<file path="config.mk">
export PLATFORM = sky130hd
export DESIGN_NAME = med3_out
export DESIGN_NICKNAME = d
export VERILOG_FILES = /design/src/hw/rtl/med3_pkg.sv /design/src/hw/rtl/med3_out.sv
export VERILOG_INCLUDE_DIRS = /design/src /design/src/hw/rtl
export SDC_FILE = /design/constraint.sdc
export NUM_CORES = 1
export LEC_CHECK = 0
export BUFFER_PORTS_ARGS = -buffer_cell sky130_fd_sc_hd__buf_2
export CORE_AREA = 2 2 153 155
export CTS_CLUSTER_SIZE = 14
export DETAILED_ROUTE_END_ITERATION = 8
export DIE_AREA = 0 0 155 157
export GPL_TIMING_DRIVEN = 0
export MAX_ROUTING_LAYER = met4
export PLACE_DENSITY = 0.61
export SYNTH_ARGS = -nofsm -noshare
export SYNTH_HDL_FRONTEND = slang
export SYNTH_SLANG_ARGS = --single-unit
export TNS_END_PERCENT = 5
</file>
<file path="constraint.sdc">
create_clock -name clk -period 8.9 [get_ports clk]
set_input_delay 0.445 -clock clk [delete_from_list [all_inputs] [get_ports clk]]
set_output_delay 0.445 -clock clk [all_outputs]
set_load 0.005 [all_outputs]
</file>
<file path="src/hw/rtl/assert_macros.svh">
// Assertion macros shared by the RTL files of the median filter.
// Both macros sample on the rising edge of clk and are off while arst_n is low.
// ASSERT_IMPL checks the consequent in the same cycle as the antecedent.
// ASSERT_NEXT checks the consequent in the cycle after the antecedent.
`ifndef ASSERT_MACROS_SVH
`define ASSERT_MACROS_SVH

`ifndef SYNTHESIS

`define ASSERT_IMPL(lbl, ante, cons, msg) \
	lbl: assert property (@(posedge clk) disable iff (!arst_n) (ante) |-> (cons)) \
		else $error(msg);

`define ASSERT_NEXT(lbl, ante, cons, msg) \
	lbl: assert property (@(posedge clk) disable iff (!arst_n) (ante) |=> (cons)) \
		else $error(msg);

`else

`define ASSERT_IMPL(lbl, ante, cons, msg)

`define ASSERT_NEXT(lbl, ante, cons, msg)

`endif

`endif

</file>
<file path="src/hw/rtl/med3_pkg.sv">
`timescale 1ns / 1ps

package med3_pkg;

	// pixel and window geometry
	localparam int PIX_W     = 24;
	localparam int CH_W      = 8;
	localparam int NB        = 9;
	localparam int MID       = 4;
	localparam int NUM_CELLS = MID + 1;

	// field and register widths
	localparam int COL_OUT_W = 11;
	localparam int ROW_W     = 12;
	localparam int CFG_W     = 12;
	localparam int CFG_IDX_W = 1;

	localparam int MAX_LINE_DEF = 2048;
	localparam int MIN_DIM      = 3;

	localparam logic [CFG_W-1:0] LINE_WIDTH_RST   = 12'd640;
	localparam logic [CFG_W-1:0] FRAME_HEIGHT_RST = 12'd480;

	typedef enum logic [CFG_IDX_W-1:0] {
		REG_LINE_WIDTH   = 1'b0,
		REG_FRAME_HEIGHT = 1'b1
	} cfg_reg_t;

	typedef logic [PIX_W-1:0] pix_t;
	typedef pix_t [NB-1:0] win_t;

	// emission flags and coordinates fixed when the item is accepted
	typedef struct packed {
		logic                 em_a;
		logic                 a_med;
		logic                 em_b;
		logic                 em_c;
		logic                 done;
		logic [COL_OUT_W-1:0] col_a;
		logic [COL_OUT_W-1:0] col_bc;
		logic [ROW_W-1:0]     row_ab;
		logic [ROW_W-1:0]     row_c;
	} tag_t;

	typedef struct packed {
		tag_t tag;
		pix_t a_pass;
		pix_t b_pix;
		pix_t c_pix;
	} side_t;

	typedef struct packed {
		win_t  vec;
		side_t side;
	} stage_t;

	function automatic logic [CH_W-1:0] red_of(input pix_t p);
		return p[PIX_W-1 -: CH_W];
	endfunction

endpackage

</file>
<file path="src/hw/rtl/med3_out.sv">
`timescale 1ns / 1ps

`include "assert_macros.svh"

// Holds the up to three results of one item and hands them out one per cycle while out_stall is low.
module med3_out (
	input  logic                                clk,
	input  logic                                arst_n,
	input  logic                                up_valid,
	input  med3_pkg::stage_t                    up_data,
	output logic                                up_ready,
	output logic                                out_valid,
	input  logic                                out_stall,
	output logic [med3_pkg::COL_OUT_W-1:0]      col_out,
	output logic [med3_pkg::ROW_W-1:0]          row_out,
	output logic [med3_pkg::CH_W-1:0]           red_out,
	output logic [med3_pkg::CH_W-1:0]           green_out,
	output logic [med3_pkg::CH_W-1:0]           blue_out,
	output logic                                frame_done
);

	logic [2:0]                         mask_q;
	logic [2:0]                         sel;
	logic                               out_fire;
	logic                               load;
	med3_pkg::pix_t                     a_pix_q;
	med3_pkg::pix_t                     b_pix_q;
	med3_pkg::pix_t                     c_pix_q;
	logic [med3_pkg::COL_OUT_W-1:0]     col_a_q;
	logic [med3_pkg::COL_OUT_W-1:0]     col_bc_q;
	logic [med3_pkg::ROW_W-1:0]         row_ab_q;
	logic [med3_pkg::ROW_W-1:0]         row_c_q;
	logic                               done_q;
	med3_pkg::pix_t                     pix_o;

	assign out_valid = |mask_q;
	assign out_fire = out_valid && !out_stall;
	// lowest pending slot goes first: median or left-border pixel, row-end pixel, border pixel
	assign sel = mask_q & (~mask_q + 3'd1);
	assign up_ready = (mask_q == 3'b000) || (out_fire && (mask_q == sel));
	assign load = up_valid && up_ready;

	// slot mask: load a new item or drop the slot just taken
	always_ff @(posedge clk or negedge arst_n) begin
		if (!arst_n) begin
			mask_q <= 3'b000;
		end else if (up_ready) begin
			mask_q <= up_valid ? {up_data.side.tag.em_c, up_data.side.tag.em_b,
				up_data.side.tag.em_a} : 3'b000;
		end else if (out_fire) begin
			mask_q <= mask_q & ~sel;
		end
	end

	always_ff @(posedge clk) begin
		if (load) begin
			a_pix_q <= up_data.side.tag.a_med ? up_data.vec[med3_pkg::MID]
				: up_data.side.a_pass;
			b_pix_q <= up_data.side.b_pix;
			c_pix_q <= up_data.side.c_pix;
			col_a_q <= up_data.side.tag.col_a;
			col_bc_q <= up_data.side.tag.col_bc;
			row_ab_q <= up_data.side.tag.row_ab;
			row_c_q <= up_data.side.tag.row_c;
			done_q <= up_data.side.tag.done;
		end
	end

	// select the pending slot onto the ports
	always_comb begin
		priority if (mask_q[0]) begin
			col_out = col_a_q;
			row_out = row_ab_q;
			pix_o = a_pix_q;
			frame_done = 1'b0;
		end else if (mask_q[1]) begin
			col_out = col_bc_q;
			row_out = row_ab_q;
			pix_o = b_pix_q;
			frame_done = 1'b0;
		end else begin
			col_out = col_bc_q;
			row_out = row_c_q;
			pix_o = c_pix_q;
			frame_done = done_q;
		end
	end

	assign red_out = pix_o[23:16];
	assign green_out = pix_o[15:8];
	assign blue_out = pix_o[7:0];

	`ASSERT_NEXT(a_hold_stalled, out_valid && out_stall, mask_q == $past(mask_q), "slot mask changed while output stalled")
	`ASSERT_NEXT(a_drain_one, out_fire && !up_valid, $countones(mask_q) == $countones($past(mask_q)) - 1, "taken result did not drop exactly one slot")
	`ASSERT_IMPL(a_frame_done_slot, out_valid && frame_done, !mask_q[0] && !mask_q[1], "frame_done shown on a non-border slot")

endmodule

</file>
Word level (Yosys, flattened, before mapping). Index checks and enable logic that the tools add are counted.

Add/sub/neg operators: 1. Equal/unequal tests: 1. Muxes and demuxes: 11. Bitwise logic cells: 4. Reductions and logical operators: 8.

Operators with widths (number): $mux 24 (3); $mux 12 (2); $mux 11 (1); $mux 3 (3); $and 3x3->3 (2); $not 3->3 (2); $add 3x1->3 const B (1); $eq 3x3->1 (1); $logic_and 1x1->1 (3); $logic_not 3->1 (1); $reduce_or 3->1 (1); $mux 1 (2); $reduce_bool 2->1 (1); $logic_not 1->1 (1); $logic_or 1x1->1 (1).

Flip-flop bits (word level): 122. Output and inout bits: 50. Logic and storage cells: 34.

Logic depth before layout (Yosys ltp).
Depth in word-level cells: 7. Depth in mapped cells: 4.

Least setup slack after synthesis. No wires, ideal clock.

Path kind: input to register. From: input out_stall. To: register a_pix_q[0] (enable). Setup time: 493 ps. Data arrival time: 3824 ps. Data required time: 8407 ps. Setup slack: 4584 ps. Stages: 4. Path buffers: 1. Cell sequence: buf_2 > maj3_2 > o21ai_2 > and2_1.

Longest elaborated chain between the ends: 5.

RTL lines: start: declaration (RTL line med3_out.sv:13) `input logic out_stall,`; $logic_not 1->1 (RTL line med3_out.sv:37) `assign out_fire = out_valid && !out_stall;`; $logic_and 1x1->1 (RTL line med3_out.sv:37); $logic_and 1x1->1 (RTL line med3_out.sv:40) `assign up_ready = (mask_q == 3'b000) || (out_fire && (mask_q == sel));`; $logic_or 1x1->1 (RTL line med3_out.sv:40); named net up_ready (RTL line med3_out.sv:11) `output logic up_ready,`; $logic_and 1x1->1 (RTL line med3_out.sv:41) `assign load = up_valid && up_ready;`; named net load (RTL line med3_out.sv:25) `logic load;`; end signal: assignment (RTL line med3_out.sv:57) `a_pix_q <= up_data.side.tag.a_med ? up_data.vec[med3_pkg::MID]`; end: declaration (RTL line med3_out.sv:26) `med3_pkg::pix_t a_pix_q;`.

The timed path passes the listed nets, and every way through them passes these cells. A chain may end at the register's enable or synchronous reset.

Worst setup path in the final report.
From: register mask_q[0]. To: register b_pix_q[16] (enable).

Longest elaborated chain between the ends: 7.

RTL lines: start: declaration (RTL line med3_out.sv:22) `logic [2:0] mask_q;`; start signal: assignment (RTL line med3_out.sv:48) `mask_q <= up_valid ? {up_data.side.tag.em_c, up_data.side.tag.em_b,`; start signal: assignment (RTL line med3_out.sv:51) `mask_q <= mask_q & ~sel;`; $not 3->3 (RTL line med3_out.sv:39) `assign sel = mask_q & (~mask_q + 3'd1);`; $add 3x1->3 (RTL line med3_out.sv:39); $and 3x3->3 (RTL line med3_out.sv:39); $eq 3x3->1 (RTL line med3_out.sv:40); $logic_and 1x1->1 (RTL line med3_out.sv:40); $logic_or 1x1->1 (*) (RTL line med3_out.sv:40); $logic_and 1x1->1 (*) (RTL line med3_out.sv:41); named net load (RTL line med3_out.sv:25); end signal: assignment (RTL line med3_out.sv:59) `b_pix_q <= up_data.side.b_pix;`; end: declaration (RTL line med3_out.sv:27) `med3_pkg::pix_t b_pix_q;`.

Mark *: on every way through the listed nets, which the timed path passes. The rest lies on a longest branch.

==> results by group <==
CTS
  – Clock Latency Late Sink: roughly 400 ps
  – Clock buffer count from CTS: 17
  – Bufs on Longest Clock Path: 2
  – Post-CTS resize count: 0
  – H-tree depth: 4
  – Sink Count: around 120
  – CTS root buffer: clkbuf_16
  – Post-CTS setup buffers: 0
  – CTS tree: yes
  – CTS clk-pin slew, worst paths: 60 ps

Detailed routing
  – Vias/cell: approximately 4.0
  – Drt wl/cell: roughly 16 um
  – Initial DRT Pass Iterations: 4
  – Post-route DRC: 0
  – Antenna viol nets, final: 0
  – Via Count: between 3000 and 4000
  – Starting DRT DRC Count: 105
  – Routed wire length: approximately 13000 um

Setup path
  – Worst reg2reg startpoint: mask_q[0]
  – Reg2reg path depth: 4
  – Reg2reg end: b_pix_q[16]
  – CP Launch Type: flip-flop
  – Worst-path fanout max: between 60 and 70
  – Setup CP Type: flip-flop to flip-flop
  – Worst Setup End Kind: flip-flop
  – Reg2Reg Setup Slack: between 6000 and 7000 ps
  – Data arrival, critical path: between 2000 and 3000 ps
  – Required time of the critical path: about 9000 ps

Yosys
  – Synthesized area: ~0.0049 mm^2
  – Mapped Nets: 618
  – Warnings from Yosys: 0
  – Post-Syn Instances: approximately 280
  – Post-Syn Area per Cell: 17.88 um^2
  – Netlist cell types: 25
  – Synth Register Bits: roughly 120
  – Sequential area share after synthesis: around three quarters

Finish
  – Post-Route Utilization: ~31%
  – NumNets Final: roughly 840
  – Most used cells in the layout excluding fill and tap cells: 205 x buf_2, 119 x edfxtp_1, 28 x mux2_2
  – P&R area growth vs syn: 42.07%
  – Commonest non-fill, non-tap cell in the layout: buf_2
  – Share of layout cells above drive strength 1: between 50 and 60%

Run
  – Maxcap violations: 0

Pwr
  – Power Density: approximately 300 mW/mm^2
  – Clock power share: 37.8%
  – IR drop worst, VDD: 124.6 uV
  – Combinational share of power: around a quarter
  – Switching power: ~0.56 mW
  – Int Pwr: between 1.5 and 2 mW
  – Reg power frac: between 30% and 40%
  – LEAKAGE: roughly 2.8 nW
  – Switching fraction of total power: between 20 and 30%

Global route
  – Vias in the first global route: roughly 3400
  – Gr ovfl total: 0
  – First-pass GRT wire length: between 15000 and 20000 um
  – Maximum number of pins on one net before global-route repair: 63
  – GRT Util Overall: approximately 11%
  – Initial antenna violation count: 4

Timing
  – Period utilization: ~27%
  – Fin crit period: around 2400 ps
  – Slew @ Worst Pin: just over 800 ps
  – Final Hold Fails: 0
  – TNS Setup: 0 ps
  – Worst hold slack: 206.9 ps
  – Fmax: about 400 MHz
  – Setup slack after layout: around 6500 ps
  – Final Setup Violations: 0
  – Max Slew Vio Count: 0
  – RSZ-0062 raised after global routing: no
  – Max transition margin: between 40% and 50%
  – Clock skew: between 10 and 15 ps

Floorplan
  – Io pins: 393
  – Die width: between 150 and 200 um
  – Die Height: approximately 160 um
  – Die area: roughly 0.024 mm^2
  – Row cnt: 55
  – Starting density of the core: 21.85%
  – Floorplan Core Area: between 0.02 and 0.025 mm^2

Hold path
  – Worst hold path class: primary input to flip-flop
  – Hold path depth: 1
  – Worst-case hold path end point: b_pix_q[20]
  – Min-delay src: up_data[44]

Placement
  – Routability cong.: between 0.7 and 0.8
  – Placement Setup Slack: 6363 ps
  – DP HPWL: slightly above 9000 um
  – Number of port buffers: 198

Outcome
  – Status: finished, final reports clean
-- power groups by stage --
stage,combinational [mW],clock (mW),sequential (mW)
floorplan,0.284,0,0.826
global placement,0.495,0,0.842
detailed placement,0.511,0,0.823
CTS,0.513,0.812,0.812
global route,0.548,0.835,0.821
finish,0.491,0.789,0.810
-- critical path: stages (launching register included) --
cell	delay [ps]
dfrtp_1	490
or3_4	450
o21ai_2	80
and2_4	680
buf_16	340
-- metal layers --
layer	track usage, %	up-vias	wire (um)
li1	-	1512	-
met1	13.06	1487	5607
met2	17.06	168	5962
met3	4.626	11	1195
met4	3.571	0	139
met5	-	-	0
-- Yosys cell counts, drive strengths merged --
| master | count | area share (%) |
|---|---|---|
| o21a | 1 | 0.15 |
| maj3 | 1 | 0.23 |
| o21ai | 27 | 2.9 |
| o211ai | 1 | 0.15 |
| clkbuf | 1 | 0.076 |
| dfrtp | 3 | 1.5 |
| nor3 | 1 | 0.10 |
| mux2 | 47 | 11 |
| buf | 14 | 2.4 |
| mux2i | 24 | 4.9 |
| a32o | 1 | 0.20 |
| a21oi | 3 | 0.31 |
| and2 | 2 | 0.25 |
| or3 | 2 | 0.36 |
| nor2 | 1 | 0.23 |
| nand2 | 26 | 2.0 |
| a41oi | 1 | 0.18 |
| edfxtp | 119 | 73 |
-- kinds of logic (layout without fill, tap and decap cells) --
family	after synthesis	count (layout)	synth area share [%]
AND/OR/NAND/NOR	32	32	2.927
adder cells (fa/ha/maj)	1	1	0.2290
flip-flops	122	122	74.22
other	0	4	0
multiplexers	71	71	16.26
AO/OA/AOI/OAI	34	34	3.894
buffers and inverters	15	246	2.469
-- through the flow --
stage	cell area, um^2	std cells	power (mW)
6_report	6984	795	2.091
5_1_grt	6984	795	2.204
4_1_cts	6974	791	2.137
3_5_place_dp	6294	759	1.334
3_3_place_gp	6264	758	1.337
2_1_floorplan	4916	275	1.110
-- layout make-up --
cell class                      count  area (um^2)
Clock inverter                     14        245.2
Antenna cell                        4        10.01
Buffer                             15        121.4
Multi-Input combinational cell    138         1149
Sequential cell                   122         3649
Timing Repair Buffer              200         1028
Tap cell                          285        356.6
Clock buffer                       17        425.4
Fill cell                        2268        15520
-- registers in the layout, summed over array words and instances, names as in the netlist --
signal	cells
col_a_q	11
col_bc_q	11
row_c_q	12
mask_q	3
b_pix_q	24
row_ab_q	12
a_pix_q	24
c_pix_q	24
done_q	1
-- repair_timing --
action,CTS,global route
hold buffers,1,0
hold endpoints to repair,3,0
endpoints found under the setup margin,0,0
-- how the worst max path moves through the flow --
| stage | slack (ps) | start | to | cells past startpoint |
|---|---|---|---|---|
| after CTS | 6390 | mask_q[0] | b_pix_q[1] | 4 |
| after detailed placement | 6360 | out_stall | a_pix_q[2] | 5 |
| final | 6460 | mask_q[0] | b_pix_q[16] | 4 |
| after global routing | 6290 | mask_q[0] | b_pix_q[1] | 4 |
| after global placement | 3390 | out_stall | b_pix_q[16] | 4 |
| after floorplan | 4580 | out_stall | a_pix_q[0] | 4 |
(Power assumes the default switching activity.)
