--- src/hw/rtl/assert_macros.svh ---
// Assertion macros shared by the RTL files of the median filter.
// Both macros sample on the rising edge of clk and are off while arst_n is low.
// ASSERT_IMPL checks the consequent in the same cycle as the antecedent.
// ASSERT_NEXT checks the consequent in the cycle after the antecedent.
`ifndef ASSERT_MACROS_SVH
`define ASSERT_MACROS_SVH

`ifndef SYNTHESIS

`define ASSERT_IMPL(lbl, ante, cons, msg) \
	lbl: assert property (@(posedge clk) disable iff (!arst_n) (ante) |-> (cons)) \
		else $error(msg);

`define ASSERT_NEXT(lbl, ante, cons, msg) \
	lbl: assert property (@(posedge clk) disable iff (!arst_n) (ante) |=> (cons)) \
		else $error(msg);

`else

`define ASSERT_IMPL(lbl, ante, cons, msg)

`define ASSERT_NEXT(lbl, ante, cons, msg)

`endif

`endif

--- src/hw/rtl/med3_pkg.sv ---
`timescale 1ns / 1ps

package med3_pkg;

	// pixel and window geometry
	localparam int PIX_W     = 24;
	localparam int CH_W      = 8;
	localparam int NB        = 9;
	localparam int MID       = 4;
	localparam int NUM_CELLS = MID + 1;

	// field and register widths
	localparam int COL_OUT_W = 11;
	localparam int ROW_W     = 12;
	localparam int CFG_W     = 12;
	localparam int CFG_IDX_W = 1;

	localparam int MAX_LINE_DEF = 2048;
	localparam int MIN_DIM      = 3;

	localparam logic [CFG_W-1:0] LINE_WIDTH_RST   = 12'd640;
	localparam logic [CFG_W-1:0] FRAME_HEIGHT_RST = 12'd480;

	typedef enum logic [CFG_IDX_W-1:0] {
		REG_LINE_WIDTH   = 1'b0,
		REG_FRAME_HEIGHT = 1'b1
	} cfg_reg_t;

	typedef logic [PIX_W-1:0] pix_t;
	typedef pix_t [NB-1:0] win_t;

	// emission flags and coordinates fixed when the item is accepted
	typedef struct packed {
		logic                 em_a;
		logic                 a_med;
		logic                 em_b;
		logic                 em_c;
		logic                 done;
		logic [COL_OUT_W-1:0] col_a;
		logic [COL_OUT_W-1:0] col_bc;
		logic [ROW_W-1:0]     row_ab;
		logic [ROW_W-1:0]     row_c;
	} tag_t;

	typedef struct packed {
		tag_t tag;
		pix_t a_pass;
		pix_t b_pix;
		pix_t c_pix;
	} side_t;

	typedef struct packed {
		win_t  vec;
		side_t side;
	} stage_t;

	function automatic logic [CH_W-1:0] red_of(input pix_t p);
		return p[PIX_W-1 -: CH_W];
	endfunction

endpackage

--- src/hw/rtl/med3_cell.sv ---
`timescale 1ns / 1ps

// One row of the exchange sort: entry ROW is compared against every later
// entry in turn and swapped when its red is larger.
module med3_cell #(
	parameter int ROW = 0
) (
	input  logic              clk,
	input  logic              arst_n,
	input  logic              up_valid,
	input  med3_pkg::stage_t  up_data,
	output logic              up_ready,
	output logic              dn_valid,
	output med3_pkg::stage_t  dn_data,
	input  logic              dn_ready
);

	logic             valid_q;
	med3_pkg::stage_t data_q;
	med3_pkg::win_t   vec_next;
	med3_pkg::pix_t   pa;
	med3_pkg::pix_t   pb;

	// run the compare-exchange steps of this row
	always_comb begin
		vec_next = up_data.vec;
		pa = '0;
		pb = '0;
		for (int j = 0; j < med3_pkg::NB; j++) begin
			if (j > ROW) begin
				pa = vec_next[ROW];
				pb = vec_next[j];
				if (med3_pkg::red_of(pa) > med3_pkg::red_of(pb)) begin
					vec_next[ROW] = pb;
					vec_next[j] = pa;
				end
			end
		end
	end

	assign up_ready = !valid_q || dn_ready;

	// hold or advance the stage
	always_ff @(posedge clk or negedge arst_n) begin
		if (!arst_n) begin
			valid_q <= 1'b0;
		end else if (up_ready) begin
			valid_q <= up_valid;
		end
	end

	always_ff @(posedge clk) begin
		if (up_ready && up_valid) begin
			data_q.vec <= vec_next;
			data_q.side <= up_data.side;
		end
	end

	assign dn_valid = valid_q;
	assign dn_data = data_q;

endmodule

--- config.mk ---
export PLATFORM = sky130hd
export DESIGN_NAME = med3_cell
export DESIGN_NICKNAME = d
export VERILOG_FILES = /design/src/hw/rtl/assert_macros.svh /design/src/hw/rtl/med3_pkg.sv /design/src/hw/rtl/med3_cell.sv
export SDC_FILE = /design/constraint.sdc
export NUM_CORES = 1
export LEC_CHECK = 0
export BUFFER_PORTS_ARGS = -buffer_cell sky130_fd_sc_hd__buf_2
export CORE_AREA = 2 2 265 267
export DETAILED_ROUTE_END_ITERATION = 7
export DIE_AREA = 0 0 267 269
export PLACE_DENSITY_LB_ADDON = 0.15
export SLEW_MARGIN = 20
export SYNTH_ARGS = -nofsm -noshare
export SYNTH_HDL_FRONTEND = slang
export SYNTH_SLANG_ARGS = --single-unit
export TNS_END_PERCENT = 50
--- constraint.sdc ---
create_clock -name clk -period 11.9 [get_ports clk]
set_input_delay 0.595 -clock clk [delete_from_list [all_inputs] [get_ports clk]]
set_output_delay 0.595 -clock clk [all_outputs]
set_load 0.02 [all_outputs]
=== After elaboration in Yosys (flattened, before gate mapping) ===
Cells that the tools add are included.

* Flip-flop bits (word level): 340
* Input bits: 343

* Order comparisons: 8
* Multiplexer cells: 15
* Reductions and logical operators: 3

{| class="wikitable"
|+ Operators with widths
! operator !! number
|-
| 2-to-1 mux 24 bit || 14
|-
| > comparator 8 bit || 8
|-
| 2-to-1 mux 48 bit || 1
|-
| logical AND 1 bit || 1
|-
| logical NOT 1 bit || 1
|-
| logical OR 1 bit || 1
|}

=== Logic depth before layout (Yosys ltp) ===
Gate-level depths: netlist of run 1.

* Word-level depth: 16
* Gate-level depth with buffers: 79
* Mapped depth without buffers: 59

=== Worst setup path after synthesis of run 1 ===
No wires, ideal clock.

* Path kind: input to register
* Start point: input up_data[170] in the netlist's numbering
* End point: register data_q (netlist bit dn_data[336]), data pin
* Setup time: 0.158 ns
* Data arrival time: 13.293 ns
* Path slack: -1.551 ns
* Stages on the path: 74
* Buffers on the path: 18
* Cells stage by stage: inv_1 > ha_1 > nand4_1 > nor2_1 > nor2b_1 > clkbuf_1 > o21ai_0 > nand2_1 > ha_1 > and4_1 > nand2_1 > a22oi_2 > buf_4 > buf_4 > buf_4 > nor2_1 > a31oi_1 > ha_1 > [38 not listed] > o21a_1 > o21a_1 > buf_2 > clkbuf_1 > clkbuf_1 > nand2_1 > o31ai_1 > ha_1 > nor2b_1 > o21a_1 > o21a_1 > o21ai_0 > a21o_1 > buf_2 > buf_2 > buf_1 > nand2_1 > o211ai_1

{| class="wikitable"
|+ RTL lines
! element !! RTL line !! text
|-
| start: declaration || med3_cell.sv:11 || <nowiki>input med3_pkg::stage_t up_data,</nowiki>
|-
| end: declaration || med3_cell.sv:19 || <nowiki>med3_pkg::stage_t data_q;</nowiki>
|}

==> qor.yml, run 1 <==
global_route:
  grt_pass1_vias: 15880
  antenna_found_initial: 33
  grt_util_met2_pct: 34.87
  grt_max_degree: 130
  grt_first_pass_wirelength_um: 108400
  use_met1_pct: 25.56
  met3_usage_pct: 5.699
  track_usage_pct: 20.61
  grt.busiest_layer: "met2"
  grt_overflow: 0
logic_synthesis:
  ys_seq_area_share_pct: 57.09
  synth_simple_gate_area_share_pct: 11.34
  yosys-top-cells-count: "edfxtp_1 (339), nand2_1 (206), o21ai_0 (134)"
  synth_mux_area_share_pct: 2.835
  synth_fa_ha_area_share_pct: 4.480
  synth_top_area_share_pct: 56.95
  synth_flop_cell: "edfxtp_1"
  synth_top_family_by_area: "compound AO/OA/AOI/OAI gates"
  postSynthCellCount: 1585
  synth_edf_count: 339
  syn-num-nets: 1992
  yosys_register_bits: 340
  ys_warn_count: 0
  yosys.area_share.xor_xnor_pct: 0
  synth_area_leader_cell: "edfxtp_1"
  yosysMostFrequentCell: "edfxtp_1"
  syn_area_um2: 17870
  synth.area.top_cells: "edfxtp_1 (57%), ha_1 (4.5%), nand2_1 (4.3%)"
  async_flop_share_pct: 0.2941
  synth_cell_type_count: 59
  avgSynthCellArea_um2: 11.28
  synth_compound_area_share_pct: 19.98
timing:
  tightest_slew_ps: 977.8
  rsz0062_at_grt: "yes"
  post-route-period-util_pct: 97.98
  tns_ps: 0
  fin_hold_ws_ps: 200.9
  final_hold_viol_count: 0
  maxSlewHeadroom_pct: 34.81
  setup_viol: 0
  fin_ws_ps: 240.1
  min_period_ps: 11660
  fmax_mhz: 85.76
  skew_ps: 13.61
  finalMaxSlewViolations: 0
final_layout:
  nets: 2838
  areaGrowthSynthToFinish_pct: 47.00
  drive_gt1_share_pct: 47.56
  utilization_pct: 37.92
worst_setup_path:
  cp_data_required_time_ps: 12200
  crit_type: "in2reg"
  crit_path_start_kind: "input pin"
  cp_max_fo: 6
  path_buf_inv: 10
  endpoint_kind: "flop"
  crit_family: "compound AO/OA/AOI/OAI gates"
  critical_path.max_stage_delay_ps: 420
  slowest_stage: "a22oi_2"
  critical_path_arrival_ps: 11960
  crit_path_frequent_cell: "buf_4"
clock_network:
  numCtsBuffers: 42
  clockBufferDepth: 3
  root_buffer: "clkbuf_16"
  cts_tree: "yes"
  path_clk_slew_ps: 60
  h-tree-depth: 2
  clock_latency_ps: 580
  cts_num_sinks: 340
job:
  maxCapViolCount: 0
detailed_routing:
  drt_iter0_markers: 1093
  vias: 16890
  viasPerCell: 4.949
  avgRoutedWirePerCell_um: 23.83
  wirelength_um: 81300
  ant_nets: 0
  drc: 0
  first_pass_iters: 6
die:
  core_area_um2: 69300
  start_util_pct: 25.79
  die_area_um2: 71820
  rows: 97
  die_x_um: 267
  io_pins: 684
  die_h_um: 269
run_status:
  outcome: "finished clean"
placement:
  post-dp-hpwl_um: 62370
  gp_congestion: 0.8820
  port_buffers: 683
  dpl_worst_slack_ps: -680.7
hold_path:
  min_path_type: "in2reg"
==> layer usage <==
metal,share of wire (%),up-vias
met5,0.15,-
met3,7.6,126
li1,-,7833
met4,2.6,20
met2,49,711
met1,41,8196
==> kinds of logic after synthesis <==
family                     Yosys count
buffers and inverters              181
muxes                               45
adders and majority gates           64
and+or+nand+nor                    449
AOI/OAI and AO/OA                  506
DFF                                340
==> path summary, 6_finish.rpt <==
check                                           from  slack (ps)                endpoint  cells after the start
worst max-delay path                    up_data[140]         240  dn_data[335]$_DFFE_PP_                     63
worst min-delay path                     up_data[42]         200   dn_data[42]$_DFFE_PP_                      1
worst max register to register  dn_valid$_DFFE_PN0N_        9250  dn_data[282]$_DFFE_PP_                      3
worst min register to register  dn_valid$_DFFE_PN0N_         600    dn_valid$_DFFE_PN0N_                      2
max in group asynchronous                     arst_n       11480    dn_valid$_DFFE_PN0N_                      2
min in group asynchronous                     arst_n         330    dn_valid$_DFFE_PN0N_                      2
==> flip-flops by register name, summed over array words and instances, names as in the netlist <==
register / flops
dn_data: 339
dn_valid: 1
==> repair_timing <==
action | in CTS | in global routing
setup endpoints to repair | 40 | 48
pin swaps | 1 | 85
hold endpoints to repair | 1 | 0
buffers inserted | 1 | 48
cloned | 0 | 16
hold buffers | 1 | 0
resized for setup | 4 | 139
==> placed cells by master (no fill, tap or decap), types with 28 or more instances in the layout <==
| cell type | count |
|---|---|
| ha_1 | 47 |
| mux2_2 | 43 |
| a21oi_1 | 33 |
| inv_1 | 60 |
| o21ai_0 | 118 |
| nor2_1 | 72 |
| edfxtp_1 | 339 |
| o211ai_1 | 89 |
| clkbuf_16 | 50 |
| buf_4 | 196 |
| nand3_1 | 70 |
| a21o_1 | 28 |
| nand2_1 | 190 |
| a311oi_1 | 32 |
| buf_2 | 672 |
==> stage by stage <==
stage	cell area, µm²	std cells
2_1_floorplan	18410	1585
3_3_place_gp	23650	3261
3_5_place_dp	23650	3261
4_1_cts	24950	3336
5_1_grt	26260	3407
6_report	26280	3412
==> area by class of cell <==
| class | count | area, µm² |
|---|---|---|
| Tap cell | 940 | 1176 |
| Clock inverter | 22 | 173.9 |
| Antenna cell | 12 | 30.03 |
| Inverter | 68 | 272.8 |
| Multi-Input combinational cell | 1068 | 7802 |
| Sequential cell | 340 | 10200 |
| Clock buffer | 51 | 1085 |
| Timing Repair Buffer | 911 | 5530 |
| Fill cell | 6950 | 43030 |
Power of run 1 is left out: the tool's default activity adds up to more than one toggle a clock period on the data nets, which glitch-free logic cannot reach.
==> run 2, diff against run 1 <==
SLEW_MARGIN = 15   (was 20)
clock period = 10.2 ns   (was 11.9 ns; I/O delays follow)
==> run 2 against run 1 <==
  * The flow now finishes with violations (setup timing)
  * Die area unchanged
  * Global-route usage increased by 0.065 points
  * Critical path depth unchanged
  * Critical endpoint is now dn_data[145]$_DFFE_PP_
  * Largest cell class unchanged
==> qor.yml, run 2 (synthesis gave the netlist of run 1 again) <==
worst_setup_path:
  crit_path_frequent_cell: "o21a_1"
  cp_data_required_time_ps: 10610  # -1590 ps
  endpoint_kind: "flop"
  crit_family: "compound AO/OA/AOI/OAI gates"
  critical_path.max_stage_delay_ps: 340  # -80 ps
  critical_path_arrival_ps: 11760  # -200 ps
  crit_type: "in2reg"
  cp_max_fo: 8  # +2
  crit_path_start_kind: "input pin"
  path_buf_inv: 10  # unchanged
  slowest_stage: "mux2_4"
run_status:
  outcome: "complete, but fails checks"
  violations: "setup timing"
final_layout:
  nets: 2884  # +1.6%
  largest_reg_flops: 339  # unchanged
  regArea_um2: 10200  # unchanged
  multi_input_area_um2: 7904  # +1.3%
  drive_gt1_share_pct: 48.98  # +1.4 points
  post_layout_nonfiller_instances: 3462  # +1.5%
  mostFrequentLayoutCells: "buf_2 (674), edfxtp_1 (339), buf_4 (244)"
  design_area_um2: 26760  # +1.8%
  layout_commonest_cell: "buf_2"
  areaGrowthSynthToFinish_pct: 49.69
  fillCellCount: 6887  # -0.91%
timing:
  setup_viol: 66  # +66
  final_hold_viol_count: 0  # unchanged
  rsz0062_at_grt: "yes"
  maxSlewHeadroom_pct: 26.83  # -8.0 points
  tightest_slew_ps: 1098  # +119.8 ps
  fin_ws_ps: -1151  # -1391 ps
  skew_ps: 19.90  # +6.290 ps
  post-route-period-util_pct: 111.3
  finalMaxSlewViolations: 0  # unchanged
  fin_hold_ws_ps: 92.27  # -108.7 ps
  fmax_mhz: 88.09
  min_period_ps: 11350
detailed_routing:
  first_pass_iters: 7  # +1
  avgRoutedWirePerCell_um: 23.40  # -1.8%
  ant_nets: 0  # unchanged
  vias: 16980  # +0.56%
  drt_iter0_markers: 1065  # -2.6%
  wirelength_um: 81030  # -0.33%
  drc: 0  # unchanged
  viasPerCell: 4.905  # -0.89%
placement:
  gp_congestion: 0.9069  # +2.8%
  port_buffers: 683  # unchanged
  dp_cells: 3305  # +1.3%
  place_area_um2: 23980  # +1.4%
  post-dp-hpwl_um: 62110  # -0.41%
  dpl_worst_slack_ps: -1899  # -1218 ps
die:
  die_area_um2: 71820  # unchanged
  die_x_um: 267  # unchanged
  core_area_um2: 69300  # unchanged
  io_pins: 684  # unchanged
  rows: 97  # unchanged
  die_h_um: 269  # unchanged
  start_util_pct: 25.79  # unchanged
job:
  maxCapViolCount: 0  # unchanged
hold_path:
  min_path_type: "in2reg"
clock_network:
  cts_num_sinks: 340  # unchanged
  clock_latency_ps: 590  # about the same
  h-tree-depth: 2  # unchanged
  root_buffer: "clkbuf_16"
  path_clk_slew_ps: 60  # about the same
  cts_tree: "yes"
  numCtsBuffers: 42  # unchanged
  clockBufferDepth: 3  # unchanged
global_route:
  grt_first_pass_wirelength_um: 109000  # +0.48%
  grt_pass1_vias: 16160  # +1.8%
  track_usage_pct: 20.68  # +0.065 points
  antenna_found_initial: 40  # +21%
  grt_overflow: 0  # unchanged
  grt_max_degree: 136  # +4.6%
==> run 2: changes by cell type in the layout (fill, tap and decap cells not counted), moves of 3 or more <==
cell / before / now
diode_2: 12 / 15
nand3_1: 70 / 75
ha_4: 15 / 21
buf_6: 20 / 23
o21ai_2: 3 / 6
nand3_2: 15 / 8
buf_4: 196 / 244
ha_1: 47 / 41
==> run 2: what timing repair did <==
item                                   CTS  global route
setup endpoints to repair               66            72
hold buffers                             1             0
endpoints found under the hold margin    1             0
gates cloned                             2            10
setup buffers                           15            42
gates resized for setup                 30           131
pin swaps                               20            29
==> run 2: metal layers <==
metal	share of wire, %	GRT usage (%)	wire, µm
met3	8.2	6.082	6673
met4	2.8	6.392	2253
met2	49	35.17	39700
met1	40	25.21	32260
met5	0.18	0	143
==> run 2: worst paths after layout <==
check                           slack (ps)            startpoint                endpoint  depth (start not counted)
worst max-delay path                 -1150          up_data[143]  dn_data[145]$_DFFE_PP_                         63
worst min-delay path                    90          up_data[114]  dn_data[114]$_DFFE_PP_                          1
worst max register to register        7590  dn_valid$_DFFE_PN0N_  dn_data[276]$_DFFE_PP_                          3
worst min register to register         580  dn_valid$_DFFE_PN0N_    dn_valid$_DFFE_PN0N_                          2
max in group asynchronous             9880                arst_n    dn_valid$_DFFE_PN0N_                          2
min in group asynchronous              240                arst_n    dn_valid$_DFFE_PN0N_                          2
==> run 2: final cells by class <==
class	instances	share of cell area, %
Clock inverter	22	0.8370
Sequential cell	340	38.14
Inverter	68	1.019
Multi-Input combinational cell	1065	29.54
Antenna cell	15	0.1403
Tap cell	940	4.396
Timing Repair Buffer	960	21.86
Clock buffer	52	4.068
==> run 2: per-stage QoR <==
step | util (%) | setup TNS (ps)
6_report | 38.61 | -53970
5_1_grt | 38.58 | -84050
4_1_cts | 36.93 | -41400
3_5_place_dp | 34.61 | -102240
3_3_place_gp | 34.61 | -92430
2_1_floorplan | - | -100510
Power of run 2 is left out for the same reason.
